## src/rtl/core/cfr_pkg.sv

```systemverilog
package cfr_pkg;

    localparam int BYTE_W    = 8;
    localparam int WIN_DEPTH = 8;
    localparam int EPOCH_W   = 32;
    localparam int TICK_W    = 16;

    typedef logic [BYTE_W-1:0] byte_t;

    typedef struct packed {
        logic shift;
        logic clear;
    } cell_ctrl_t;

endpackage

```

## src/rtl/core/checksum_frame_resync.sv

```systemverilog
// channel | signals                          | item
// rx      | rx_valid, rx_ready, rx_byte      | one received byte
// frame   | frame_valid, frame_ready,        | one matched frame
//         | command, sample_value,           |
//         | epoch_count, tick_count,         |
//         | frame_sum                        |
//
// One byte per cycle while rx_ready is high; the checksum over the newest
// seven of the eight cells is settled in the cycle the ninth byte arrives.
// A matched frame appears in the cycle after its last byte is accepted.
// Reset empties the window and drops any pending frame.
// rx_ready falls only while a frame waits in the output register and
// frame_ready is low.
module checksum_frame_resync (
    input  logic                          clk,
    input  logic                          rst_n,
    input  logic                          rx_valid,
    output logic                          rx_ready,
    input  logic [cfr_pkg::BYTE_W-1:0]    rx_byte,
    output logic                          frame_valid,
    input  logic                          frame_ready,
    output logic [cfr_pkg::BYTE_W-1:0]    command,
    output logic [cfr_pkg::BYTE_W-1:0]    sample_value,
    output logic [cfr_pkg::EPOCH_W-1:0]   epoch_count,
    output logic [cfr_pkg::TICK_W-1:0]    tick_count,
    output logic [cfr_pkg::BYTE_W-1:0]    frame_sum
);
    import cfr_pkg::*;

    byte_t      byte_w  [0:WIN_DEPTH];
    byte_t      sum_w   [0:WIN_DEPTH];
    logic       valid_w [0:WIN_DEPTH];
    cell_ctrl_t ctrl;
    logic       accept;
    logic       full;
    logic       match;

    logic                 frame_valid_reg;
    logic                 frame_valid_next;
    byte_t                command_reg;
    byte_t                sample_reg;
    logic [EPOCH_W-1:0]   epoch_reg;
    logic [TICK_W-1:0]    tick_reg;
    byte_t                sum_reg;

    assign byte_w[WIN_DEPTH]  = rx_byte;
    assign valid_w[WIN_DEPTH] = 1'b1;
    assign sum_w[WIN_DEPTH]   = '0;

    // cell 0 holds the oldest byte, which is not part of the checksum
    for (genvar i = 0; i < WIN_DEPTH; i++)
    begin : g_cell
        cfr_cell u_cell (
            .clk       (clk),
            .rst_n     (rst_n),
            .ctrl      (ctrl),
            .add_en    (i != 0),
            .byte_in   (byte_w[i+1]),
            .valid_in  (valid_w[i+1]),
            .sum_in    (sum_w[i+1]),
            .byte_out  (byte_w[i]),
            .valid_out (valid_w[i]),
            .sum_out   (sum_w[i])
        );
    end

    assign rx_ready   = !frame_valid_reg || frame_ready;
    assign accept     = rx_valid && rx_ready;
    assign full       = valid_w[0];
    assign match      = full && (sum_w[0] == rx_byte);
    assign ctrl.shift = accept;
    assign ctrl.clear = accept && match;

    always_comb
    begin
        frame_valid_next = frame_valid_reg && !frame_ready;
        if (accept && match)
        begin
            frame_valid_next = 1'b1;
        end
    end

    always_ff @(posedge clk or negedge rst_n)
    begin
        if (!rst_n)
        begin
            frame_valid_reg <= 1'b0;
        end
        else
        begin
            frame_valid_reg <= frame_valid_next;
        end
    end

    always_ff @(posedge clk)
    begin
        if (accept && match)
        begin
            command_reg <= byte_w[0];
            sample_reg  <= byte_w[1];
            epoch_reg   <= {byte_w[5], byte_w[4], byte_w[3], byte_w[2]};
            tick_reg    <= {byte_w[7], byte_w[6]};
            sum_reg     <= rx_byte;
        end
    end

    assign frame_valid  = frame_valid_reg;
    assign command      = command_reg;
    assign sample_value = sample_reg;
    assign epoch_count  = epoch_reg;
    assign tick_count   = tick_reg;
    assign frame_sum    = sum_reg;

    a_match_emits: assert property (@(posedge clk) disable iff (!rst_n)
        accept && match |=> frame_valid)
        else $error("matched item did not produce a frame");

    a_match_empties: assert property (@(posedge clk) disable iff (!rst_n)
        accept && match |=> !full)
        else $error("window not emptied after a match");

    a_stall_cause: assert property (@(posedge clk) disable iff (!rst_n)
        !rx_ready |-> frame_valid && !frame_ready)
        else $error("input stalled without a pending frame");

    a_frame_sum: assert property (@(posedge clk) disable iff (!rst_n)
        frame_valid |-> frame_sum == byte_t'(sample_value
            + epoch_count[7:0] + epoch_count[15:8]
            + epoch_count[23:16] + epoch_count[31:24]
            + tick_count[7:0] + tick_count[15:8]))
        else $error("frame checksum does not match its bytes");

endmodule

```

## src/rtl/core/cfr_cell.sv

```systemverilog
module cfr_cell (
    input  logic               clk,
    input  logic               rst_n,
    input  cfr_pkg::cell_ctrl_t ctrl,
    input  logic               add_en,
    input  cfr_pkg::byte_t     byte_in,
    input  logic               valid_in,
    input  cfr_pkg::byte_t     sum_in,
    output cfr_pkg::byte_t     byte_out,
    output logic               valid_out,
    output cfr_pkg::byte_t     sum_out
);
    import cfr_pkg::*;

    byte_t byte_reg;
    byte_t byte_next;
    logic  valid_reg;
    logic  valid_next;

    always_comb
    begin
        byte_next  = ctrl.shift ? byte_in : byte_reg;
        valid_next = ctrl.shift ? valid_in : valid_reg;
        if (ctrl.clear)
        begin
            valid_next = 1'b0;
        end
    end

    always_ff @(posedge clk or negedge rst_n)
    begin
        if (!rst_n)
        begin
            valid_reg <= 1'b0;
        end
        else
        begin
            valid_reg <= valid_next;
        end
    end

    always_ff @(posedge clk)
    begin
        byte_reg <= byte_next;
    end

    // running checksum passes through the cell toward the oldest end
    assign sum_out   = add_en ? byte_t'(sum_in + byte_reg) : sum_in;
    assign byte_out  = byte_reg;
    assign valid_out = valid_reg;

endmodule
```

## config.mk

```make
export PLATFORM = sky130hd
export DESIGN_NAME = checksum_frame_resync
export DESIGN_NICKNAME = d
export VERILOG_FILES = /design/src/rtl/core/cfr_pkg.sv /design/src/rtl/core/checksum_frame_resync.sv /design/src/rtl/core/cfr_cell.sv
export SDC_FILE = /design/constraint.sdc
export NUM_CORES = 1
export LEC_CHECK = 0
export ABC_AREA = 1
export BUFFER_PORTS_ARGS = -buffer_cell sky130_fd_sc_hd__buf_4
export CAP_MARGIN = 20
export CORE_MARGIN = 4
export CORE_UTILIZATION = 58
export DETAILED_ROUTE_END_ITERATION = 16
export PLACE_DENSITY = 0.8
export SLEW_MARGIN = 5
export SYNTH_ARGS = -nofsm -noshare
export SYNTH_HDL_FRONTEND = slang
export SYNTH_SLANG_ARGS = --single-unit
```

## constraint.sdc

```tcl
create_clock -name clk -period 16.55 [get_ports clk]
set_clock_uncertainty 0.1 [all_clocks]
set_input_delay 3.31 -clock clk [delete_from_list [all_inputs] [get_ports clk]]
set_output_delay 3.31 -clock clk [all_outputs]
set_load 0.05 [all_outputs]
```

==> results.ini, run 1 <==
[status]
run_status=finished, final reports clean

[logic_synthesis]
syn_avg_cell_area_um2=15.8
ys_types=20
synth.area.top_cells=edfxtp_1 70%, fa_1 11%, nand2_1 4.6%, inv_1 4.2%, dfrtp_1 3.8%
synth_edf_count=136
synth_seq_cells=145
synth_top_area_cell=edfxtp_1
synthArstFlopShare_pct=6.21
yosysMostFrequentCell=edfxtp_1
syn_inst=371
syn-num-nets=424
synthFlopType=edfxtp_1
synth_top_area_share_pct=69.8
yosys_warnings=0
syn_area_um2=5850
yosysSeqAreaShare_pct=73.6
ys_top_cells_by_count=136 x edfxtp_1, 71 x nand2_1, 65 x inv_1

[min_path]
hold_class=register to register

[clock_tree]
cts.sinks=145
cts_tree=done
cts-root-buf=clkbuf_8
postCtsSetupRepairBufs=0
holdBufCountCts=0
cts_made_buffers=17
cts_resized=0
clockBufferDepth=2
clk_pin_slew_ns=0.06
h-tree-depth=4
insertion_delay_ns=0.52

[sta]
period_minus_slack_ns=7.20
hold_viol=0
fmax_mhz=139
slew_violations=0
fin_ws_ns=9.35
setup_viol=0
worst_slew_pin_slew_ns=0.908
tns_ns=0
rsz0062_at_grt=false
post-route-period-util_pct=43.5
max_slew_margin_pct=39.5

[floorplanning]
die_y_um=108
die_x_um=108
num_rows=36
dieArea_um2=11800
coreArea_um2=9820
initial_core_util_pct=59.6
io_pins=86

[placement]
dp.cells=590
numPortBuffers=85
gp_congestion=0.765
post-dp-hpwl_um=6210
place_ws_ns=9.35

[power_and_ir_drop]
power.density_nw_per_um2=145
ir_drop_mv=0.0952
power_leakage_nw=3.05

[cells_and_area]
area_delta_synth_final_pct=23.7
antenna_cells=0
largest_reg_flops=64
instances_no_fill=622
drive_gt1_share_pct=24.5
nNetsFinal=529

[grt]
grt_use_total_pct=18.3
grt_overflow_total=0
first_global_vias=3119
antenna_found_initial=0
grt_max_degree=75
grt_pass1_wl_um=15600

[route]
avgViaCountPerCell=4.89
avgRoutedWirePerCell_um=15.5
dr.pass1.iters=5
drtAntennaViolNets=0
drtIter0Drc=159
drc=0
num_vias=3044
totalWireLength_um=9630

[setup_path]
required_ns=13.14
worst-setup-path-type=input port to output pin
end_kind=output pin
cp-start-kind=input port
cp.arrival_ns=3.79
crit_fanout=2

[flow_run]
drv_cap=0

## worst paths after layout
check | startpoint | endpoint | slack (ns) | cells after the start
worst min-delay path | g_cell[0].u_cell.byte_out[4] | command[4] | 0.32 | 0
min in group asynchronous | rst_n | g_cell[7].u_cell.valid_out | 2.50 | 1
max in group asynchronous | rst_n | g_cell[1].u_cell.valid_out | 13.72 | 1
worst max register to register | g_cell[3].u_cell.byte_out[2] | sample_value[0] | 10.93 | 18
worst min register to register | g_cell[0].u_cell.byte_out[4] | command[4] | 0.32 | 0
worst max-delay path | frame_ready | rx_ready | 9.35 | 4
## layer usage
| metal | vias up | wire (um) | GRT usage, % |
|---|---|---|---|
| met4 | 0 | 192 | 7.75 |
| met2 | 92 | 5070 | 30.7 |
| li1 | 1450 | - | - |
| met1 | 1483 | 3850 | 21.8 |
| met5 | - | 0 | 0 |
| met3 | 19 | 515 | 5.85 |
## area by class of cell
type / instances / area, um^2
well taps: 133 / 166
fillers: 617 / 2580
multi-input cells: 160 / 1310
clock buffers: 19 / 422
flip-flops and latches: 145 / 4310
repair buffers: 87 / 653
inverters: 65 / 244
clock inverters: 13 / 138
## cells in the final DEF, fill, tap and decap left out, drive strengths merged, types with 2 or more instances in the layout
cell type | synthesis | routed
a21oi | 3 | 3
buf | 1 | 87
bufinv | 0 | 2
clkbuf | 0 | 19
clkinv | 0 | 5
clkinvlp | 0 | 4
dfrtp | 9 | 9
edfxtp | 136 | 136
fa | 32 | 32
ha | 9 | 9
inv | 65 | 67
nand2 | 72 | 72
nand3 | 16 | 16
nand3b | 2 | 2
nand4 | 4 | 4
nor2 | 12 | 12
or2 | 2 | 2
xnor2 | 3 | 3
xor2 | 3 | 3
## worst max-delay path, cell delays in order
cell	delay, ns
buf_4	0.10
inv_1	0.10
nand2_1	0.08
buf_4	0.20
## power by group
group | internal, mW | switching, mW
logic | 0.107 | 0.161
registers | 0.417 | 0.0103
clock network | 0.214 | 0.144
total | 0.738 | 0.315
## stage by stage
step	instance area [um^2]	power [mW]	hold slack [ns]	util, %
finish	7240	1.05	0.317	73.7
global route	7240	1.12	0.340	73.7
CTS	7240	1.06	0.318	73.7
detailed placement	6680	0.697	0.305	68.0
global placement	6680	0.687	0.302	68.0
floorplan	5850	0.643	0.300	-
## cells by family after synthesis
kind of cell	share of synthesized area [%]
buf+inv	4.25
flops	73.6
simple gates	7.93
xor+xnor	0.898
fa+ha+maj	12.9
compound gates	0.449
(Power assumes the default switching activity.)
==> run 2, diff against run 1 <==
Settings changed: CORE_UTILIZATION 58 to 57, PLACE_DENSITY 0.8 to 0.79.
Clock period 16.55 ns to 7.3 ns, I/O delays scaled along.
==> results.ini, run 2 (same netlist as run 1, synthesis figures left out) <==
[setup_path]
crit_fanout=29  ; +27
required_ns=7.38  ; -5.76 ns
r2r-end=sample_value[5]
worst-setup-path-type=register to register
rrSetupSlack_ns=1.94  ; -8.99 ns
end_kind=register
ff2ff_path_depth=18  ; unchanged
cp.arrival_ns=5.44  ; +1.65 ns
cp-start-kind=register
r2r-start=g_cell[3].u_cell.byte_out[2]

[power_and_ir_drop]
ir_drop_mv=0.192  ; +100%
power_leakage_nw=3.07  ; +0.76%
p_seq_share_pct=39.9  ; -0.7 points
p_comb_share_pct=24.9  ; -0.5 points
p_switching_mw=0.704  ; +120%
p_total_mw=2.42  ; +130%
clockPowerShare_pct=35.2  ; +1.2 points
swShare_pct=29.0  ; -0.88 points
power.density_nw_per_um2=333  ; +130%
p_int_mw=1.72  ; +130%

[clock_tree]
cts-root-buf=clkbuf_8
postCtsSetupRepairBufs=0  ; unchanged
holdBufCountCts=0  ; unchanged
h-tree-depth=4  ; unchanged
clk_pin_slew_ns=0.06  ; about the same
cts_resized=0  ; unchanged
cts_tree=done
insertion_delay_ns=0.52  ; about the same
cts_made_buffers=17  ; unchanged
cts.sinks=145  ; unchanged
clockBufferDepth=2  ; unchanged

[floorplanning]
die_y_um=109  ; +0.81%
dieArea_um2=12000  ; +1.6%
io_pins=86  ; unchanged
die_x_um=109  ; +0.81%
initial_core_util_pct=59.1  ; -0.54 points
coreArea_um2=9910  ; +0.92%
num_rows=36  ; unchanged

[cells_and_area]
nNetsFinal=530  ; +0.19%
area_delta_synth_final_pct=24.4
final_cell_mix=136 x edfxtp_1, 88 x buf_4, 71 x nand2_1
mostFrequentLayoutCell=edfxtp_1
instances_no_fill=623  ; +0.16%
antenna_cells=0  ; unchanged
largest_reg_flops=64  ; unchanged
drive_gt1_share_pct=25.1  ; +0.56 points
finish.utilization_pct=73.5  ; -0.23 points

[min_path]
holdPathStages=0  ; unchanged
worstHoldStart=g_cell[0].u_cell.byte_out[1]
hold_class=register to register
hold_end=command[1]

[sta]
slew_violations=0  ; unchanged
worst_slew_pin_slew_ns=0.915  ; +0.00741 ns
rsz0062_at_grt=false
max_slew_margin_pct=39.0  ; -0.49 points
period_minus_slack_ns=5.36
fmax_mhz=187
post-route-period-util_pct=73.4
tns_ns=0  ; unchanged
hold_viol=0  ; unchanged
setup_viol=0  ; unchanged

[route]
dr.pass1.iters=4  ; -1
avgRoutedWirePerCell_um=14.9  ; -4.1%
drtAntennaViolNets=0  ; unchanged
avgViaCountPerCell=4.83  ; -1.2%
drtIter0Drc=181  ; +14%
totalWireLength_um=9250  ; -3.9%
drc=0  ; unchanged
num_vias=3011  ; -1.1%

[grt]
first_global_vias=3081  ; -1.2%
grt_overflow_total=0  ; unchanged
antenna_found_initial=0  ; unchanged
grt_use_total_pct=17.3  ; -0.97 points
grt_pass1_wl_um=15000  ; -3.9%
grt_max_degree=75  ; unchanged

[status]
run_status=finished, final reports clean

[placement]
gp_congestion=0.747  ; -2.3%
dp.cells=591  ; +0.17%
numPortBuffers=85  ; unchanged
post-dp-hpwl_um=6280  ; +1.1%

[flow_run]
drv_cap=0  ; unchanged

==> run 2: changes by cell type in the layout (fill, tap and decap cells not counted), sizes merged <==
cell | before | now
buf | 87 | 88
bufinv | 2 | 3
clkbuf | 19 | 20
clkinv | 5 | 4
inv | 67 | 66
==> run 2: worst max-delay path by stage <==
stage,cells after the start,slack (ns),to,startpoint
floorplan,17,1.52,command[0],g_cell[3].u_cell.byte_out[2]
global placement,18,2.09,epoch_count[5],g_cell[3].u_cell.byte_out[2]
detailed placement,18,1.97,sample_value[5],g_cell[3].u_cell.byte_out[2]
CTS,18,1.90,sample_value[5],g_cell[3].u_cell.byte_out[2]
global route,18,1.58,sample_value[5],g_cell[3].u_cell.byte_out[2]
finish,18,1.94,sample_value[5],g_cell[3].u_cell.byte_out[2]
==> run 2: worst max-delay path, cell delays in order, from the launching register on <==
cell	delay, ns
edfxtp_1	0.45
fa_1	0.58
inv_1	0.07
fa_1	0.54
fa_1	0.55
inv_1	0.05
fa_1	0.51
fa_1	0.49
or2_1	0.24
nand2_1	0.06
nand2_1	0.05
nand2_1	0.05
nand4_1	0.07
nor2_1	0.12
nand2_1	0.07
nor2_2	0.12
nand2_4	0.10
inv_2	0.36
buf_4	0.42
==> run 2: layout make-up <==
cell class	instances	area (um^2)
clock buffers	20	435
clock inverters	12	160
fillers	619	2630
inverters	65	244
multi-input cells	160	1310
flip-flops and latches	145	4310
well taps	133	166
repair buffers	88	661
==> run 2: power by group through the flow <==
stage                     clock network (mW)  registers, mW  logic (mW)
after floorplan                            0          0.985       0.474
after global placement                     0          0.982       0.580
after detailed placement                   0          0.985       0.593
after CTS                              0.866          0.968       0.608
after global routing                   0.911          0.972       0.699
final                                  0.852          0.967       0.603
==> run 2: routing by layer <==
| metal | up-vias | track usage [%] | share of wire, % |
|---|---|---|---|
| met1 | 1467 | 21.4 | 42 |
| met3 | 14 | 5.81 | 5.3 |
| met5 | - | 0 | 0 |
| li1 | 1454 | - | - |
| met2 | 76 | 28.3 | 51 |
| met4 | 0 | 7.03 | 1.8 |
==> run 2: metrics by stage <==
stage,setup slack [ns],area [um^2],hold slack (ns)
finish,1.94,7280,0.318
global route,1.58,7280,0.333
CTS,1.90,7280,0.319
detailed placement,1.97,6690,0.305
global placement,2.09,6690,0.302
floorplan,1.52,5850,0.300
